==> config.mk <==
export PLATFORM = sky130hd
export DESIGN_NAME = pbl_duty_div
export DESIGN_NICKNAME = d
export VERILOG_FILES = /design/src/rtl/pbl_pkg.sv /design/src/rtl/pbl_duty_div.sv
export SDC_FILE = /design/constraint.sdc
export NUM_CORES = 1
export LEC_CHECK = 0
export BUFFER_PORTS_ARGS = -buffer_cell sky130_fd_sc_hd__buf_2
export CAP_MARGIN = 40
export CORE_UTILIZATION = 45
export DETAILED_ROUTE_END_ITERATION = 7
export GPL_ROUTABILITY_DRIVEN = 0
export PLACE_DENSITY_LB_ADDON = 0.05
export SLEW_MARGIN = 20
export SYNTH_ARGS = -nofsm -noshare
export SYNTH_HDL_FRONTEND = slang
export SYNTH_SLANG_ARGS = --single-unit
==> constraint.sdc <==
create_clock -name vclk -period 11.6
set_clock_uncertainty 0.05 [all_clocks]
set_input_delay 2.32 -clock vclk [all_inputs]
set_output_delay 2.32 -clock vclk [all_outputs]
set_load 0.005 [all_outputs]
==> src/rtl/pbl_pkg.sv <==
// pbl_pkg: shared types, command and status codes and arithmetic constants
// for the breathing led controller. No dependencies.
`default_nettype none

package pbl_pkg;

    localparam int FUNC_W   = 3;
    localparam int CHAN_W   = 4;
    localparam int START_W  = 8;
    localparam int LEVEL_W  = 7;
    localparam int DUTY_W   = 16;
    localparam int STATUS_W = 2;

    // level * max_duty fits in 23 bits
    localparam int PROD_W = LEVEL_W + DUTY_W;

    // divide by 100 as a shift by two and a reciprocal multiply by 1/25
    localparam int QUO_W       = PROD_W - 2;
    localparam int RECIP_W     = 22;
    localparam int RECIP_SHIFT = 26;
    localparam logic [RECIP_W-1:0] RECIP_25 = 22'd2684355;

    localparam logic [LEVEL_W-1:0] LEVEL_TOP      = 7'd100;
    localparam logic [DUTY_W-1:0]  MAX_DUTY_RESET = 16'd44444;

    localparam logic [FUNC_W-1:0] FN_TICK   = 3'd0;
    localparam logic [FUNC_W-1:0] FN_OFF    = 3'd1;
    localparam logic [FUNC_W-1:0] FN_ON     = 3'd2;
    localparam logic [FUNC_W-1:0] FN_TOGGLE = 3'd3;
    localparam logic [FUNC_W-1:0] FN_START  = 3'd4;

    localparam logic [STATUS_W-1:0] ST_OK          = 2'd0;
    localparam logic [STATUS_W-1:0] ST_BAD_CHANNEL = 2'd1;
    localparam logic [STATUS_W-1:0] ST_BAD_COMMAND = 2'd2;

    typedef struct packed {
        logic [FUNC_W-1:0]  func;
        logic [CHAN_W-1:0]  channel;
        logic [START_W-1:0] start_level;
    } t_item;

    typedef struct packed {
        logic [CHAN_W-1:0]   channel;
        logic                duty_write;
        logic [STATUS_W-1:0] status;
        logic [PROD_W-1:0]   prod;
    } t_mid;

    typedef struct packed {
        logic [CHAN_W-1:0]   out_channel;
        logic                duty_write;
        logic [DUTY_W-1:0]   duty;
        logic [STATUS_W-1:0] status;
    } t_result;

endpackage

`default_nettype wire

==> src/rtl/pbl_duty_div.sv <==
// pbl_duty_div: floor(prod / 100) by a shift of two and a reciprocal
// multiply for the division by 25. Depends on pbl_pkg.
`default_nettype none

module pbl_duty_div import pbl_pkg::*; (
    input  wire t_mid i_mid,
    output t_result   o_result
);

    logic [QUO_W-1:0]         quarter;
    logic [QUO_W+RECIP_W-1:0] scaled;

    assign quarter = i_mid.prod[PROD_W-1:2];
    // exact for every quarter below 2^21
    assign scaled  = (QUO_W + RECIP_W)'(quarter) * (QUO_W + RECIP_W)'(RECIP_25);

    always_comb begin
        o_result.out_channel = i_mid.channel;
        o_result.duty_write  = i_mid.duty_write;
        o_result.duty        = scaled[RECIP_SHIFT +: DUTY_W];
        o_result.status      = i_mid.status;
    end

endmodule

`default_nettype wire

==> results of run 1 <==
==> path summary, 6_finish.rpt <==
path              startpoint      endpoint  slack (ns)  cells after the start
hold / removal     i_mid[27]  o_result[20]        4.59                      0
setup / recovery    i_mid[6]  o_result[17]        0.83                     21
==> through the flow <==
step,util,instance area (um2),cells,hold slack (ns)
after floorplan,-,7710,770,4.67
after global placement,0.486,8090,1017,4.59
after detailed placement,0.486,8090,1017,4.59
after CTS,0.486,8090,1017,4.59
after global routing,0.486,8090,1017,4.59
final,0.486,8090,1017,4.59
==> Yosys cell counts (all sizes together), types with 2 or more instances <==
cell type    n  area share
nor3         3      0.0019
o21bai       3      0.0029
xnor2       12       0.014
nor2        12      0.0058
ha         202        0.33
o21a         6      0.0058
a21oi       24       0.016
nand2b       2      0.0016
a221oi       3      0.0042
a211oi       6      0.0058
and4         4      0.0050
o21ai       16       0.010
xor2         8      0.0091
and3         3      0.0024
a21o        12       0.012
o211ai       4      0.0039
nand4        7      0.0057
nand3        5      0.0032
nand2       16      0.0081
a31oi        5      0.0060
buf          9      0.0097
fa         155        0.40
or2          5      0.0041
inv        230        0.11
and2         3      0.0028
==> layer usage <==
metal  up-vias  share of wire  GRT usage
met5         -              0          0
met4         0          0.011     0.0211
met3        14          0.036     0.0119
met2        77           0.42      0.326
met1      2474           0.53      0.357
li1       2500              -          -
==> final cells by class <==
cell class / instances / area [um2]
fill: 1591 / 8550
multi-input combinational: 530 / 6770
inverter: 230 / 863
timing repair buffer: 37 / 185
tap: 220 / 275
==> kinds of logic (layout without fill, tap and decap cells) <==
family	Yosys count	in the layout
AO/OA/AOI/OAI	90	90
XOR/XNOR	20	20
adder cells (fa/ha/maj)	357	357
buffers and inverters	240	267
AND/OR/NAND/NOR	63	63
==> flow_metrics.py, run 1 <==
metrics = {
    "status": {
        "outcome": "finished, final reports clean",
    },
    "cells_and_area": {
        "final_cell_mix": "230 x inv_1, 202 x ha_1, 155 x fa_1, 37 x buf_2, 24 x a21oi_1",
        "syn2layout_area_growth_pct": 4.95,
        "nFlopsAndLatches": 0,
        "final_nets": 1186,
        "nClkBuffers": 0,
        "final_common_cell": "inv_1",
        "regArea_um2": 0,
        "diodes": 0,
        "drive_gt1_frac": 0.0652,
    },
    "critical_path": {
        "path_buf_inv": 6,
        "max_stage_delay_ns": 0.57,
        "critPathLaunchType": "input pin",
        "cp_max_fo": 7,
        "critPathCaptureType": "output port",
        "critical_path.slowest_cell": "fa_1",
        "cp_common_cell": "fa_1",
        "crit_family": "adder cells",
        "path_class": "input pin to output port",
        "path_cells": "buf_2 -> inv_1 -> fa_1 -> fa_1 -> fa_1 -> fa_1 -> fa_1 -> inv_1 -> fa_1 -> inv_1 -> fa_1 -> inv_1 -> ha_1 -> nand2_1 -> nor2_1 -> a41oi_1 -> a21o_2 -> o211ai_1 -> o22ai_1 -> xnor2_1 -> buf_2",
        "arrival_ns": 8.40,
        "required_ns": 9.23,
    },
    "sta": {
        "slew_headroom": 0.628,
        "setup_slack_ns": 0.831,
        "setup_violations": 0,
        "slew_viol_final": 0,
        "tightestPinTransition_ns": 0.558,
        "fin_tns_setup_ns": 0,
        "hold_violations": 0,
        "finalCritPeriodShare": 0.928,
        "fmax_ghz": 0.0929,
        "period_minus_slack_ns": 10.77,
        "rsz0062_at_grt": "false",
    },
    "drt": {
        "drt.antenna.violating_nets": 0,
        "route.detailed.drc": 0,
        "drt_iter0_markers": 207,
        "drt-wirelength-per-cell_um": 17.3,
        "first_pass_iters": 4,
        "avgViaCountPerCell": 4.98,
        "via_count": 5065,
        "wl_um": 17600,
    },
    "placement": {
        "pre_cts_slack_ns": 0.836,
        "post-dp-hpwl_um": 16700,
        "port_buffers": 37,
    },
    "grt": {
        "antenna_found_initial": 0,
        "grt_usage": 0.219,
        "grt_max_degree": 9,
        "grt_pass1_wl_um": 30200,
        "grt_pass1_vias": 5609,
        "gr-total-overflow": 0,
    },
    "die": {
        "row_count": 47,
        "fp.dieArea_um2": 17700,
        "coreArea_um2": 16600,
        "die_w_um": 133,
        "die_y_um": 133,
        "start_util": 0.463,
        "ios": 53,
    },
    "yosys": {
        "synth_top_family_by_area": "adder cells",
        "synth_area_per_cell_um2": 10.0,
        "yosysSeqAreaShare": 0,
        "syn_inst": 770,
        "synthSimpleGateAreaFrac": 0.0435,
        "synth-compound-area-share": 0.0816,
        "yosysWarnings": 0,
        "synth_xor_area_frac": 0.0227,
        "synth.area.mux_share": 0,
        "yosysUniqueCellTypes": 49,
        "netlist_area_um2": 7710,
        "synthAdderAreaFrac": 0.730,
        "syn_nets": 1157,
    },
    "cts": {
        "cts_resized": 0,
        "cts_setup_buffers": 0,
        "hold_buffers": 0,
    },
    "worst_hold_path": {
        "worstHoldPathType": "input pin to output port",
    },
    "run": {
        "drv_cap": 0,
    },
}
Power of run 1 is left out: the tool's default activity adds up to more than one toggle a clock period on the data nets, which glitch-free logic cannot reach.
==> run 2: changes to the inputs <==
==> constraint.sdc (replaced) <==
create_clock -name vclk -period 11.6
set_clock_uncertainty 0.05 [all_clocks]
set_input_delay 0.58 -clock vclk [all_inputs]
set_output_delay 0.58 -clock vclk [all_outputs]
set_load 0.005 [all_outputs]
==> run 2 against run 1 <==
Global-route usage decreased by 0.14 points. Clock-buffer cell count unchanged. Maximum frequency increased by 47%. Setup slack better by 3.4 ns. Sequential cell count did not move. Critical endpoint unchanged.
==> flow_metrics.py, run 2 (same netlist as run 1, synthesis figures left out) <==
metrics = {
    "critical_path": {
        "path_class": "input pin to output port",
        "path_cells": "buf_2 -> inv_1 -> fa_1 -> fa_1 -> fa_1 -> fa_1 -> fa_1 -> inv_1 -> fa_1 -> inv_1 -> fa_1 -> inv_1 -> ha_1 -> nand2_1 -> nor2_1 -> a41oi_1 -> a21o_2 -> o211ai_1 -> o22ai_1 -> xnor2_1 -> buf_2",
        "cp_max_fo": 7,
        "required_ns": 10.97,
        "critPathLaunchType": "input pin",
        "critPathCaptureType": "output port",
        "cp_common_cell": "fa_1",
        "max_stage_delay_ns": 0.56,
        "critical_path.slowest_cell": "fa_1",
        "arrival_ns": 6.72,
    },
    "die": {
        "fp.dieArea_um2": 17700,
        "coreArea_um2": 16600,
        "row_count": 47,
        "start_util": 0.463,
        "ios": 53,
        "die_w_um": 133,
        "die_y_um": 133,
    },
    "cells_and_area": {
        "final_common_cell": "inv_1",
        "final_cell_mix": "230 x inv_1, 202 x ha_1, 155 x fa_1, 37 x buf_2, 24 x a21oi_1",
        "nFlopsAndLatches": 0,
        "drive_gt1_frac": 0.0652,
        "syn2layout_area_growth_pct": 4.95,
        "nClkBuffers": 0,
        "multiInputGateArea_um2": 6770,
        "regArea_um2": 0,
        "diodes": 0,
        "final_area_um2": 8090,
        "final_nets": 1186,
        "nFillCells": 1573,
    },
    "sta": {
        "tightestPinTransition_ns": 0.515,
        "slew_headroom": 0.657,
        "hold_violations": 0,
        "slew_viol_final": 0,
        "period_minus_slack_ns": 7.35,
        "fin_tns_setup_ns": 0,
        "fmax_ghz": 0.136,
        "rsz0062_at_grt": "false",
        "finalCritPeriodShare": 0.634,
        "setup_slack_ns": 4.25,
        "setup_violations": 0,
        "holdWs_ns": 1.11,
    },
    "worst_hold_path": {
        "hold_path_end": "o_result[20]",
        "holdCritStartpoint": "i_mid[27]",
        "worstHoldPathType": "input pin to output port",
        "whs_path_depth": 0,
    },
    "drt": {
        "via_count": 5016,
        "drt.antenna.violating_nets": 0,
        "avgViaCountPerCell": 4.93,
        "first_pass_iters": 4,
        "wl_um": 17800,
        "drt-wirelength-per-cell_um": 17.5,
        "route.detailed.drc": 0,
        "drt_iter0_markers": 165,
    },
    "cts": {
        "cts_setup_buffers": 0,
        "hold_buffers": 0,
        "cts_resized": 0,
    },
    "grt": {
        "gr-total-overflow": 0,
        "grt_usage": 0.218,
        "grt_max_degree": 9,
        "antenna_found_initial": 0,
        "grt_pass1_vias": 5567,
        "grt_pass1_wl_um": 29900,
    },
    "run": {
        "drv_cap": 0,
    },
    "status": {
        "outcome": "finished, final reports clean",
    },
    "placement": {
        "port_buffers": 37,
        "pre_cts_slack_ns": 4.26,
        "post-dp-hpwl_um": 16900,
        "placed_area_um2": 8090,
    },
}
-- run 2: cell counts in the layout (fill, tap and decap cells not counted) --
No cell type changed its count.
-- run 2: worst max path at each step --
| stage | from | end | slack [ns] | depth (start not counted) |
|---|---|---|---|---|
| 6_report | i_mid[6] | o_result[17] | 4.25 | 21 |
| 5_1_grt | i_mid[6] | o_result[17] | 3.94 | 21 |
| 4_1_cts | i_mid[6] | o_result[17] | 4.22 | 21 |
| 3_5_place_dp | i_mid[6] | o_result[17] | 4.26 | 21 |
| 3_3_place_gp | i_mid[6] | o_result[17] | 4.37 | 21 |
| 2_1_floorplan | i_mid[6] | o_result[8] | 5.20 | 18 |
-- run 2: layout make-up --
class | count | share of cell area
repair buffers | 37 | 0.0229
inverters | 230 | 0.107
well taps | 220 | 0.0340
multi-input cells | 530 | 0.836
-- run 2: per-layer routing --
layer,vias to the layer above,GRT usage,share of wire
met1,2427,0.348,0.53
met3,6,0.0211,0.042
li1,2500,-,-
met5,-,0,0
met4,0,0.00958,0.0048
met2,83,0.330,0.43
-- run 2: metrics by stage --
| step | instances | util |
|---|---|---|
| after CTS | 1017 | 0.486 |
| after detailed placement | 1017 | 0.486 |
| after global routing | 1017 | 0.486 |
| final | 1017 | 0.486 |
| after floorplan | 770 | - |
| after global placement | 1017 | 0.486 |
-- run 2: critical path: cells and delay by family --
kind	cells	cell delay, ns
adders and majority gates	8	3.90
AOI/OAI and AO/OA	4	1.07
buffers and inverters	6	0.67
and+or+nand+nor	2	0.31
xor gates and xnor gates	1	0.16
Power of run 2 is left out for the same reason.
