**config.mk**
```make
export PLATFORM = sky130hd
export DESIGN_NAME = pbl_cmd_stage
export DESIGN_NICKNAME = d
export VERILOG_FILES = /design/src/rtl/pbl_pkg.sv /design/src/rtl/pbl_cmd_stage.sv
export SDC_FILE = /design/constraint.sdc
export NUM_CORES = 1
export LEC_CHECK = 0
export ABC_CLOCK_PERIOD_IN_PS = 30500
export BUFFER_PORTS_ARGS = -buffer_cell sky130_fd_sc_hd__clkbuf_2
export CAP_MARGIN = 25
export CORE_UTILIZATION = 60
export CTS_CLUSTER_DIAMETER = 120
export CTS_CLUSTER_SIZE = 16
export DETAILED_ROUTE_END_ITERATION = 8
export PLACE_DENSITY_LB_ADDON = 0.3
export REMOVE_ABC_BUFFERS = 1
export SETUP_SLACK_MARGIN = 0.2
export SLEW_MARGIN = 20
export SYNTH_ARGS = -nofsm -noshare
export SYNTH_HDL_FRONTEND = slang
export SYNTH_SLANG_ARGS = --single-unit
```
**constraint.sdc**
```tcl
create_clock -name i_clk -period 30.5 [get_ports i_clk]
set_clock_uncertainty 0.15 [all_clocks]
set_input_delay 6.1 -clock i_clk [delete_from_list [all_inputs] [get_ports i_clk]]
set_output_delay 6.1 -clock i_clk [all_outputs]
set_load 0.05 [all_outputs]
```
**src/rtl/pbl_pkg.sv**
```systemverilog
// pbl_pkg: shared types, command and status codes and arithmetic constants
// for the breathing led controller. No dependencies.
`default_nettype none

package pbl_pkg;

    localparam int FUNC_W   = 3;
    localparam int CHAN_W   = 4;
    localparam int START_W  = 8;
    localparam int LEVEL_W  = 7;
    localparam int DUTY_W   = 16;
    localparam int STATUS_W = 2;

    // level * max_duty fits in 23 bits
    localparam int PROD_W = LEVEL_W + DUTY_W;

    // divide by 100 as a shift by two and a reciprocal multiply by 1/25
    localparam int QUO_W       = PROD_W - 2;
    localparam int RECIP_W     = 22;
    localparam int RECIP_SHIFT = 26;
    localparam logic [RECIP_W-1:0] RECIP_25 = 22'd2684355;

    localparam logic [LEVEL_W-1:0] LEVEL_TOP      = 7'd100;
    localparam logic [DUTY_W-1:0]  MAX_DUTY_RESET = 16'd44444;

    localparam logic [FUNC_W-1:0] FN_TICK   = 3'd0;
    localparam logic [FUNC_W-1:0] FN_OFF    = 3'd1;
    localparam logic [FUNC_W-1:0] FN_ON     = 3'd2;
    localparam logic [FUNC_W-1:0] FN_TOGGLE = 3'd3;
    localparam logic [FUNC_W-1:0] FN_START  = 3'd4;

    localparam logic [STATUS_W-1:0] ST_OK          = 2'd0;
    localparam logic [STATUS_W-1:0] ST_BAD_CHANNEL = 2'd1;
    localparam logic [STATUS_W-1:0] ST_BAD_COMMAND = 2'd2;

    typedef struct packed {
        logic [FUNC_W-1:0]  func;
        logic [CHAN_W-1:0]  channel;
        logic [START_W-1:0] start_level;
    } t_item;

    typedef struct packed {
        logic [CHAN_W-1:0]   channel;
        logic                duty_write;
        logic [STATUS_W-1:0] status;
        logic [PROD_W-1:0]   prod;
    } t_mid;

    typedef struct packed {
        logic [CHAN_W-1:0]   out_channel;
        logic                duty_write;
        logic [DUTY_W-1:0]   duty;
        logic [STATUS_W-1:0] status;
    } t_result;

endpackage

`default_nettype wire

```
**src/rtl/pbl_cmd_stage.sv**
```systemverilog
// pbl_cmd_stage: per-channel level, direction and enable registers, command
// decode with read-modify-write, and the level * max_duty product.
// Depends on pbl_pkg.
`default_nettype none

module pbl_cmd_stage import pbl_pkg::*; #(
    parameter int CHANNELS = 8
) (
    input  wire logic              i_clk,
    input  wire logic              i_rst_n,
    input  wire logic              i_fire,
    input  wire t_item             i_item,
    input  wire logic [DUTY_W-1:0] i_max_duty,
    output t_mid                   o_mid
);

    localparam int IDX_W = (CHANNELS > 1) ? $clog2(CHANNELS) : 1;

    logic [LEVEL_W-1:0] r_level [CHANNELS];
    logic [CHANNELS-1:0] r_rising;
    logic [CHANNELS-1:0] r_running;

    logic [IDX_W-1:0]    idx;
    logic                ch_ok;
    logic [LEVEL_W-1:0]  cur_level;
    logic                cur_rising;
    logic                cur_running;
    logic [LEVEL_W-1:0]  n_level;
    logic                n_rising;
    logic                n_running;
    logic                issue;
    logic                write;
    logic [STATUS_W-1:0] status;
    logic [LEVEL_W-1:0]  clamped;

    assign idx   = i_item.channel[IDX_W-1:0];
    assign ch_ok = {1'b0, i_item.channel} < (CHAN_W + 1)'(CHANNELS);

    assign cur_level   = r_level[idx];
    assign cur_rising  = r_rising[idx];
    assign cur_running = r_running[idx];

    assign clamped = (i_item.start_level > START_W'(LEVEL_TOP)) ? LEVEL_TOP
                                                                : i_item.start_level[LEVEL_W-1:0];

    always_comb begin
        n_level   = cur_level;
        n_rising  = cur_rising;
        n_running = cur_running;
        issue     = 1'b0;
        write     = 1'b0;
        status    = ST_OK;
        if (!ch_ok) begin
            status = ST_BAD_CHANNEL;
        end else begin
            case (i_item.func)
                FN_TICK: begin
                    if (cur_running) begin
                        if (cur_rising && cur_level >= LEVEL_TOP) begin
                            n_rising = 1'b0;
                        end else if (!cur_rising && cur_level == '0) begin
                            n_rising = 1'b1;
                        end else begin
                            issue   = 1'b1;
                            write   = 1'b1;
                            n_level = cur_rising ? cur_level + 1'b1 : cur_level - 1'b1;
                        end
                    end
                end
                FN_OFF: begin
                    n_running = 1'b0;
                    write     = 1'b1;
                end
                FN_ON: begin
                    n_running = 1'b1;
                    write     = 1'b1;
                end
                FN_TOGGLE: begin
                    write     = cur_running;
                    n_running = !cur_running;
                end
                FN_START: begin
                    n_running = 1'b1;
                    n_level   = clamped;
                end
                default: begin
                    status = ST_BAD_COMMAND;
                end
            endcase
        end
    end

    always_comb begin
        o_mid.channel    = i_item.channel;
        o_mid.duty_write = write;
        o_mid.status     = status;
        // only a tick that steps the level issues a non-zero duty
        o_mid.prod       = issue ? PROD_W'(cur_level) * PROD_W'(i_max_duty) : '0;
    end

    always_ff @(posedge i_clk) begin
        if (!i_rst_n) begin
            for (int i = 0; i < CHANNELS; i++) begin
                r_level[i] <= '0;
            end
            r_rising  <= '1;
            r_running <= '0;
        end else if (i_fire && ch_ok) begin
            r_level[idx]   <= n_level;
            r_rising[idx]  <= n_rising;
            r_running[idx] <= n_running;
        end
    end

`ifndef SYNTHESIS
    a_level_in_range: assert property (@(posedge i_clk) disable iff (!i_rst_n)
        i_fire && ch_ok |-> cur_level <= LEVEL_TOP)
        else $error("channel level above top");
`endif

endmodule

`default_nettype wire

```
==> results of run 1 <==
stage by stage:
step	setup WS [ps]	instances	power, W
detailed placement	11670	1024	0.000393
floorplan	11870	778	0.000330
finish	11650	1041	0.000521
global route	11240	1041	0.000563
global placement	11790	1023	0.000380
CTS	11660	1040	0.000519
registers in the layout (all words and copies together), names as in the netlist:
register and count:
r_running 8, r_rising 8, r_level 56
Yosys cell counts (all sizes together), types with 7 or more instances:
| cell | count |
|---|---|
| nand2 | 59 |
| buf | 16 |
| a221oi | 7 |
| edfxtp | 56 |
| nand3 | 11 |
| a21oi | 31 |
| mux2i | 10 |
| nor2 | 99 |
| nand2b | 9 |
| o21ai | 29 |
| xnor2 | 13 |
| nor2b | 31 |
| clkbuf | 18 |
| mux2 | 7 |
| fa | 70 |
| o22a | 8 |
| and2 | 60 |
| nor3 | 10 |
| inv | 107 |
| a31oi | 8 |
| dfxtp | 16 |
| ha | 46 |
| and3 | 8 |
final cells by class:
class,instances,area share (%)
repair buffers,79,5.19
well taps,168,2.52
clock buffers,12,3.20
clock inverters,4,1.19
inverters,107,4.82
multi-input cells,599,59.1
flip-flops and latches,72,24.0
critical path, stage by stage:
cell	delay, ps
clkbuf_2	80
buf_4	410
mux4_1	640
mux2i_2	150
buf_4	280
inv_1	220
nand2_1	150
fa_1	460
fa_1	550
inv_1	60
fa_1	530
inv_1	50
fa_1	530
inv_1	40
ha_1	330
o21a_1	120
o31a_1	140
o2111ai_1	310
a21oi_1	190
a221oi_1	510
a21oi_1	160
xnor2_1	170
nor2_1	90
clkbuf_2	310
cell usage in the layout (no fill, tap or decap), types with 4 or more instances in the layout:
cell       instances
clkbuf_16          9
nand3_1           11
clkbuf_2          63
and3_1             6
mux2i_1            9
a31oi_1            8
edfxtp_1          56
and2_1            58
a21o_1             6
xnor2_1           13
nor3b_1            4
a221oi_1           6
buf_4             14
xor2_1             6
o2bb2ai_1          4
nand2b_1           9
o21ai_0           26
o22a_1             8
nor2_1            99
mux4_2             4
nor2b_1           31
mux2_2             7
nor3_1            10
fa_1              70
inv_1            106
ha_1              46
nand2_1           59
dfxtp_1           16
nand3b_1           4
a21oi_1           31
layer usage:
metal / vias to the layer above / global-route usage [%] / part of all wire (%)
met5: - / 0 / 0
met4: 0 / 13.7 / 3.4
met3: 57 / 3.35 / 5.9
met2: 264 / 54.3 / 51
met1: 3064 / 38.0 / 40
li1: 2846 / - / -
path summary, 6_finish.rpt:
check,startpoint,to,slack [ps],cells past startpoint
setup / recovery,i_item[9],o_mid[22],11650,24
hold / removal,r_running[0],r_running[0],330,1
setup reg to reg,r_level[5][4],r_level[6][0],26380,9
hold reg to reg,r_running[0],r_running[0],330,1
cell families (layout without fill, tap and decap cells):
| group | Yosys count | after routing | synth area share (%) |
|---|---|---|---|
| simple gates | 306 | 306 | 20.4 |
| buf+inv | 141 | 202 | 7.93 |
| compound gates | 135 | 135 | 12.3 |
| fa+ha+maj | 116 | 116 | 26.3 |
| flops | 72 | 72 | 26.6 |
| mux | 23 | 23 | 4.32 |
| xor+xnor | 19 | 19 | 2.21 |
power by group through the flow:
stage,combinational [W],sequential (W),clock (W)
global route,0.000323,0.000110,0.000130
CTS,0.000283,0.000110,0.000126
global placement,0.000268,0.000112,0
detailed placement,0.000281,0.000112,0
floorplan,0.000219,0.000111,0
finish,0.000284,0.000110,0.000127
==> results.txt, run 1 <==
Post-synth EDFFs: 56
Reg area: 2000 um^2
clock power share: 24.3%
Die Ht: 114 um
fin area: 8340 um^2
CTS resizes: 0
area delta synth->final: 10.8%
Slew HR: 33.4%
final hold slack: 330 ps
clock sink count: 72
min cycle time layout: 18850 ps
IO Pins: 64
layout cell share with drive strength beyond 1: 13.4%
TNS Setup: 0 ps
top-area cell type share of the netlist area: 22.3%
CTS max path bufs: 2
Mapped Area: 7530 um^2
RSZ-0062 raised after global routing: false
All-Layer GR Usage: 30.7%
first-pass GRT wire length: 31000 um
Worst Hold Class: flop to flop
Worst IR Drop VDD: 0.0000484 V
Max Cap Viol: 0
CTS tree: yes
largest net degree at the start of global routing: 39
vias in the first global route: 6460
maximum net fanout on the critical path: 38
DRC: 0
Clock Tree Root: clkbuf_16
RePlAce Congestion: 0.905
final worst-path cycle share: 61.8%
fmax: 53.1 MHz
Leak Pwr: 3.81 nW
combinational fraction of design power: 54.6%
Ant. Diodes: 0
vias per cell: 5.99
CP Class: input port to output port
Via Count: 6231
Seq cells post-synth: 72
Crit path arrival time: 12600 ps
initial antenna violation count: 0
Post-CTS Setup Inserts: 0
antenna-violating nets left: 0
PwrDens: 62.5 nW/um^2
Avg Inst Size Synth: 9.27 um^2
H-tree depth: 3
biggest area consumer among synthesized cells: edfxtp_1
Worst EP required: 24250 ps
Post-CTS Hold Fix Bufs: 0
CTS buffer count: 9
Final Hold Fails: 0
IO Port Bufs: 63
CORE AREA: 12100 um^2
filler instances: 951
Pre-Repair DR Iteration Count: 6
sw power: 0.000205 W
Multi-input gate area: 4930 um^2
Async SR Flop Fraction: 0%
Avg WL per Cell: 17.9 um
post-synthesis sequential area ratio: 26.6%
ys flop type: edfxtp_1
Synth cell types: 73
row count: 40
Cell Int Power: 0.000316 W
hpwl dp: 13600 um
Ys Warns: 0
DRT Wirelength: 18600 um
Post-Syn Instances: 812
switching share of power: 39.3%
Clk pin slew, worst setup/hold paths: 60 ps
Skew-Pair Late Insertion Delay: 330 ps
Final #Nets: 1018
Initial Util: 62.1%
CP endpoint kind: output port
initial drt markers: 498
Flop pwr share: 21.1%
max-slew violation count: 0
Setup violations, final: 0
status: finished clean
grt total ovfl: 0
startpoint types: input port
Slew @ Worst Pin: 998 ps
Placement Cell Area: 7970 um^2
fin util: 68.9%
main area contributors after synthesis: edfxtp_1 (22%), fa_1 (19%), ha_1 (7.6%), inv_1 (5.3%), nor2_1 (4.9%)
die area: 13000 um^2
DIE WIDTH: 114 um
Note: power is estimated with default switching activity, not from simulation.
==> run 2, diff against run 1 <==
Settings changed: ABC_CLOCK_PERIOD_IN_PS 30500 to 18000.
Clock period 30.5 ns to 18 ns, I/O delays scaled along.
==> run 2 against run 1 <==
Compared with the run above: hold slack got worse by 4.3 ps; first-iteration DRC count increased by 44%; setup slack got worse by 7500 ps; sequential power increased by 70%; core utilization decreased by 0.39 points; count of clock-buffer cells in the layout unchanged; die area unchanged; final cell count unchanged; cell area decreased by 0.57%.
==> results.txt, run 2 (synthesized netlist as in run 1, its figures left out) <==
maximum net fanout on the critical path: 38 (unchanged)
Hold Crit Endpoint: r_running[0] (unchanged)
Avg WL per Cell: 17.6 um (was 17.9 um)
Max Cap Viol: 0 (unchanged)
CTS max path bufs: 2 (unchanged)
hold path start: r_running[0] (unchanged)
reg2reg setup slack: 13880 ps (was 26380 ps)
row count: 40 (unchanged)
die area: 13000 um^2 (unchanged)
RSZ-0062 raised after global routing: false (unchanged)
Slew HR: 37.7% (was 33.4%)
Skew-Pair Late Insertion Delay: 330 ps (about the same)
WHS Path Cells: 1 (unchanged)
Crit path arrival time: 10130 ps (was 12600 ps)
Setup violations, final: 0 (unchanged)
filler instances: 966 (was 951)
Reg with most FFs: r_level (unchanged)
IO Pins: 64 (unchanged)
Worst Hold Class: flop to flop (unchanged)
Ant. Diodes: 0 (unchanged)
Critical R2R Capture: r_level[6][0] (unchanged)
fmax: 72.0 MHz
initial drt markers: 718 (was 498)
Worst EP required: 14250 ps (was 24250 ps)
Register-to-Register Path Depth: 9 (unchanged)
Post-CTS Setup Inserts: 0 (unchanged)
CTS tree: yes (unchanged)
first-pass GRT wire length: 31000 um (about the same)
Clock Tree Root: clkbuf_16 (unchanged)
initial antenna violation count: 0 (unchanged)
antenna-violating nets left: 0 (unchanged)
Initial Util: 62.1% (unchanged)
layout cell share with drive strength beyond 1: 13.3% (was 13.4%)
Worst IR Drop VDD: 0.0000691 V (was 0.0000484 V)
vias per cell: 5.99 (about the same)
Critical path origin: i_item[9] (unchanged)
DIE WIDTH: 114 um (unchanged)
Slew @ Worst Pin: 935 ps (was 998 ps)
fin area: 8290 um^2 (was 8340 um^2)
vias in the first global route: 6437 (was 6460)
grt total ovfl: 0 (unchanged)
Placement Cell Area: 7970 um^2 (unchanged)
status: finished clean (unchanged)
Die Ht: 114 um (unchanged)
Leak Pwr: 3.78 nW (was 3.81 nW)
CORE AREA: 12100 um^2 (unchanged)
clock sink count: 72 (unchanged)
CTS buffer count: 9 (unchanged)
Final Hold Fails: 0 (unchanged)
biggest regs: r_level (56), r_rising (8), r_running (8) (unchanged)
reg2reg start: r_level[5][4] (unchanged)
DRC: 0 (unchanged)
commonest non-fill, non-tap cell in the layout: inv_1 (unchanged)
CTS resizes: 0 (unchanged)
number of flip-flops in the largest register: 56 (unchanged)
Post-CTS Hold Fix Bufs: 0 (unchanged)
commonest cells after routing, fill and taps aside: inv_1 (106), nor2_1 (99), fa_1 (70) (unchanged)
final worst-path cycle share: 77.1%
largest net degree at the start of global routing: 39 (unchanged)
area delta synth->final: 10.2% (was 10.8%)
CP Class: input port to output port (unchanged)
H-tree depth: 3 (unchanged)
final hold slack: 325 ps (was 330 ps)
All-Layer GR Usage: 30.6% (was 30.7%)
min cycle time layout: 13880 ps
CP endpoint kind: output port (unchanged)
PwrDens: 103 nW/um^2 (was 62.5 nW/um^2)
Pre-Repair DR Iteration Count: 5 (was 6)
Final #Nets: 1018 (unchanged)
Clk pin slew, worst setup/hold paths: 50 ps (was 60 ps)
IO Port Bufs: 63 (unchanged)
TNS Setup: 0 ps (unchanged)
RePlAce Congestion: 0.905 (unchanged)
Via Count: 6238 (was 6231)
startpoint types: input port (unchanged)
hpwl dp: 13600 um (about the same)
DRT Wirelength: 18400 um (was 18600 um)
max-slew violation count: 0 (unchanged)
## run 2: cell count changes in the layout (fill, tap and decap cells not counted), sizes merged
cell / before / now
bufinv: 3 / 1
clkinvlp: 0 / 2
## run 2: cell type report
class	count	area (um^2)	share of cell area (%)
tap	168	210	2.54
sequential	72	2000	24.1
clock buffer	12	268	3.23
inverter	107	402	4.84
multi-input combinational	599	4930	59.4
timing repair buffer	79	433	5.22
clock inverter	4	50.0	0.604
## run 2: per-layer routing
| metal | up-vias | wire length (um) | GRT usage [%] |
|---|---|---|---|
| met2 | 277 | 9340 | 54.0 |
| met4 | 0 | 529 | 12.4 |
| li1 | 2847 | - | - |
| met1 | 3064 | 7240 | 38.1 |
| met3 | 50 | 1260 | 4.04 |
| met5 | - | 0 | 0 |
## run 2: worst max path at each step
stage / end / slack, ps / depth (start not counted)
finish: o_mid[22] / 4120 / 24
global route: o_mid[22] / 3760 / 24
CTS: o_mid[22] / 4150 / 24
detailed placement: o_mid[22] / 4170 / 24
global placement: o_mid[22] / 4290 / 24
floorplan: o_mid[15] / 4370 / 18
## run 2: critical path, stage by stage
cell and delay, ps:
clkbuf_2 80, buf_4 410, mux4_1 630, mux2i_2 150
buf_4 280, inv_1 220, nand2_1 150, fa_1 460
fa_1 550, inv_1 50, fa_1 530, inv_1 50
fa_1 530, inv_1 40, ha_1 330, o21a_1 120
o31a_1 140, o2111ai_1 320, a21oi_1 190, a221oi_1 550
a21oi_1 160, xnor2_1 160, nor2_1 100, clkbuf_2 310
## run 2: per-stage QoR
step / std cells / setup WS (ps) / total power (W) / util (%)
after floorplan: 778 / 4370 / 0.000559 / -
after global placement: 1023 / 4290 / 0.000644 / 65.7
after detailed placement: 1024 / 4170 / 0.000666 / 65.8
after CTS: 1040 / 4150 / 0.000851 / 68.4
after global routing: 1041 / 3760 / 0.000925 / 68.5
final: 1041 / 4120 / 0.000852 / 68.5
## run 2: power breakdown
part / switching [W] / internal [W] / leakage, nW
clock network: 0.0000650 / 0.000119 / 0.150
registers: 0.00000212 / 0.000185 / 0.709
logic: 0.000277 / 0.000204 / 2.92
total: 0.000344 / 0.000508 / 3.78
==> run 3, diff against run 2 <==
Settings changed: ABC_CLOCK_PERIOD_IN_PS 18000 to 14200.
Clock period 18 ns to 14.2 ns, I/O delays scaled along.
==> run 3 against run 2 <==
Compared with the run above: clock power grew 27%; combinational power increased by 26%; wire length decreased by 1.6%; critical path depth is the same; sequential cell count did not move; hold slack got worse by 4.2 ps; power grew 26%; core utilization is 0.17 points lower; sequential power up 26%; largest power group unchanged; register-to-register slack lost 4000 ps; count of clock-buffer cells in the layout shrank 2; sequential share of layout area rose by 0.058 points.
==> results.txt, run 3 (synthesized netlist as in run 1, its figures left out) <==
Reg with most FFs: r_level (unchanged)
Pre-Repair DR Iteration Count: 5 (unchanged)
DRC: 0 (unchanged)
vias per cell: 5.96 (was 5.99)
CP Capture Point: o_mid[22] (unchanged)
reg2reg setup slack: 9900 ps (was 13880 ps)
Placement Cell Area: 7960 um^2 (was 7970 um^2)
initial antenna violation count: 0 (unchanged)
first-pass GRT wire length: 29800 um (was 31000 um)
Skew-Pair Late Insertion Delay: 330 ps (about the same)
Register-to-Register Path Depth: 14 (was 9)
Max Cap Viol: 0 (unchanged)
DIE WIDTH: 114 um (unchanged)
Setup violations, final: 0 (unchanged)
CTS buffer count: 9 (unchanged)
RSZ-0062 raised after global routing: false (unchanged)
Critical path origin: i_item[9] (unchanged)
layout cell share with drive strength beyond 1: 13.1% (was 13.3%)
maximum net fanout on the critical path: 38 (unchanged)
Crit path arrival time: 9650 ps (was 10130 ps)
DRT Wirelength: 18100 um (was 18400 um)
reg2reg start: r_level[7][2] (was r_level[5][4])
TNS Setup: 0 ps (unchanged)
clock sink count: 72 (unchanged)
Ant. Diodes: 0 (unchanged)
status: finished clean (unchanged)
number of flip-flops in the largest register: 56 (unchanged)
CP endpoint kind: output port (unchanged)
CORE AREA: 12100 um^2 (unchanged)
Initial Util: 62.1% (unchanged)
max-slew violation count: 0 (unchanged)
Post-CTS Hold Fix Bufs: 0 (unchanged)
sw power: 0.000433 W (was 0.000344 W)
largest net degree at the start of global routing: 39 (unchanged)
combinational fraction of design power: 56.3% (was 56.5%)
fin area: 8270 um^2 (was 8290 um^2)
critical path's largest stage delay: 690 ps (was 630 ps)
biggest regs: r_level (56), r_rising (8), r_running (8) (unchanged)
Cell Int Power: 0.000643 W (was 0.000508 W)
Final #Nets: 1016 (was 1018)
min cycle time layout: 12640 ps
hpwl dp: 13600 um (about the same)
Tot Pwr: 0.00108 W (was 0.000852 W)
CP Class: input port to output port (unchanged)
Avg WL per Cell: 17.4 um (was 17.6 um)
Worst EP required: 11210 ps (was 14250 ps)
Final Hold Fails: 0 (unchanged)
final worst-path cycle share: 89.0%
IO Port Bufs: 63 (unchanged)
PwrDens: 130 nW/um^2 (was 103 nW/um^2)
Clock Tree Root: clkbuf_16 (unchanged)
fmax: 79.1 MHz
filler instances: 971 (was 966)
final hold slack: 321 ps (was 325 ps)
vias in the first global route: 6340 (was 6437)
Worst Hold Class: flop to flop (unchanged)
Leak Pwr: 3.78 nW (about the same)
Crit-path slowest cell: clkbuf_2 (was mux4_1)
Slew @ Worst Pin: 978 ps (was 935 ps)
Via Count: 6195 (was 6238)
Multi-input gate area: 4930 um^2 (unchanged)
area delta synth->final: 9.91% (was 10.2%)
startpoint types: input port (unchanged)
H-tree depth: 3 (unchanged)
Critical R2R Capture: r_level[0][6] (was r_level[6][0])
All-Layer GR Usage: 29.5% (was 30.6%)
die area: 13000 um^2 (unchanged)
CTS max path bufs: 2 (unchanged)
RePlAce Congestion: 0.879 (was 0.905)
hold path start: r_running[3] (was r_running[0])
fin util: 68.3% (was 68.5%)
row count: 40 (unchanged)
commonest non-fill, non-tap cell in the layout: inv_1 (unchanged)
Die Ht: 114 um (unchanged)
clock power share: 21.7% (was 21.6%)
initial drt markers: 547 (was 718)
Flop pwr share: 22.0% (was 21.9%)
IO Pins: 64 (unchanged)
Slew HR: 34.8% (was 37.7%)
antenna-violating nets left: 0 (unchanged)
grt total ovfl: 0 (unchanged)
Reg area: 2000 um^2 (unchanged)
CTS resizes: 0 (unchanged)
Clk pin slew, worst setup/hold paths: 50 ps (about the same)
CP Cell Sequence: clkbuf_2 > nor2_1 > o2bb2ai_1 > a22oi_1 > nand2_1 > and2_1 > fa_1 > inv_1 > fa_1 > inv_1 > fa_1 > inv_1 > fa_1 > inv_1 > ha_1 > o21a_1 > o31a_1 > o2111ai_1 > a21oi_1 > a221oi_1 > a21oi_1 > xnor2_1 > nor2_1 > clkbuf_2 (was clkbuf_2 > buf_4 > mux4_1 > mux2i_2 > buf_4 > inv_1 > nand2_1 > fa_1 > fa_1 > inv_1 > fa_1 > inv_1 > fa_1 > inv_1 > ha_1 > o21a_1 > o31a_1 > o2111ai_1 > a21oi_1 > a221oi_1 > a21oi_1 > xnor2_1 > nor2_1 > clkbuf_2)
CTS tree: yes (unchanged)
commonest cells after routing, fill and taps aside: inv_1 (106), nor2_1 (99), fa_1 (70) (unchanged)
Post-CTS Setup Inserts: 0 (unchanged)
switching share of power: 40.2% (was 40.4%)
Worst IR Drop VDD: 0.000105 V (was 0.0000691 V)
-- run 3: cell count changes in the layout (fill, tap and decap cells not counted), sizes merged --
cell	previous run	this run
buf	15	14
clkinv	1	4
clkbuf	76	73
bufinv	1	2
clkinvlp	2	0
-- run 3: how the worst min path moves through the flow --
stage | to | slack (ps) | cells after the start
after CTS | r_running[2] | 330 | 2
after detailed placement | r_running[3] | 310 | 2
after global routing | r_rising[1] | 350 | 1
after floorplan | r_running[4] | 290 | 1
final | r_running[3] | 320 | 2
after global placement | r_running[0] | 300 | 1
-- run 3: area by class of cell --
type	instances	area share (%)
inverters	107	4.86
repair buffers	77	5.05
well taps	168	2.54
clock inverters	6	1.01
multi-input cells	599	59.6
clock buffers	10	2.77
flip-flops and latches	72	24.2
-- run 3: power groups by stage --
stage | clock network (W) | logic, W | registers (W)
final | 0.000234 | 0.000606 | 0.000236
after global routing | 0.000244 | 0.000691 | 0.000237
after CTS | 0.000236 | 0.000605 | 0.000236
after detailed placement | 0 | 0.000601 | 0.000241
after global placement | 0 | 0.000573 | 0.000240
after floorplan | 0 | 0.000470 | 0.000239
-- run 3: routing by layer --
metal,up-vias,routed length [um],GRT usage [%]
li1,2842,-,-
met5,-,0,0
met3,44,1090,3.45
met1,3029,7310,35.8
met4,0,568,12.8
met2,280,9090,52.8
-- run 3: through the flow --
| stage | setup slack [ps] | std cells |
|---|---|---|
| final | 1560 | 1039 |
| after global routing | 1120 | 1039 |
| after CTS | 1590 | 1039 |
| after detailed placement | 1620 | 1023 |
| after global placement | 1820 | 1022 |
| after floorplan | 2090 | 778 |
-- run 3: critical path, delay by kind of cell --
family	cells	cell delay, ps
AO/OA/AOI/OAI	8	1990
XOR/XNOR	1	160
adder cells (fa/ha/maj)	5	2360
buffers and inverters	6	1200
AND/OR/NAND/NOR	4	1080
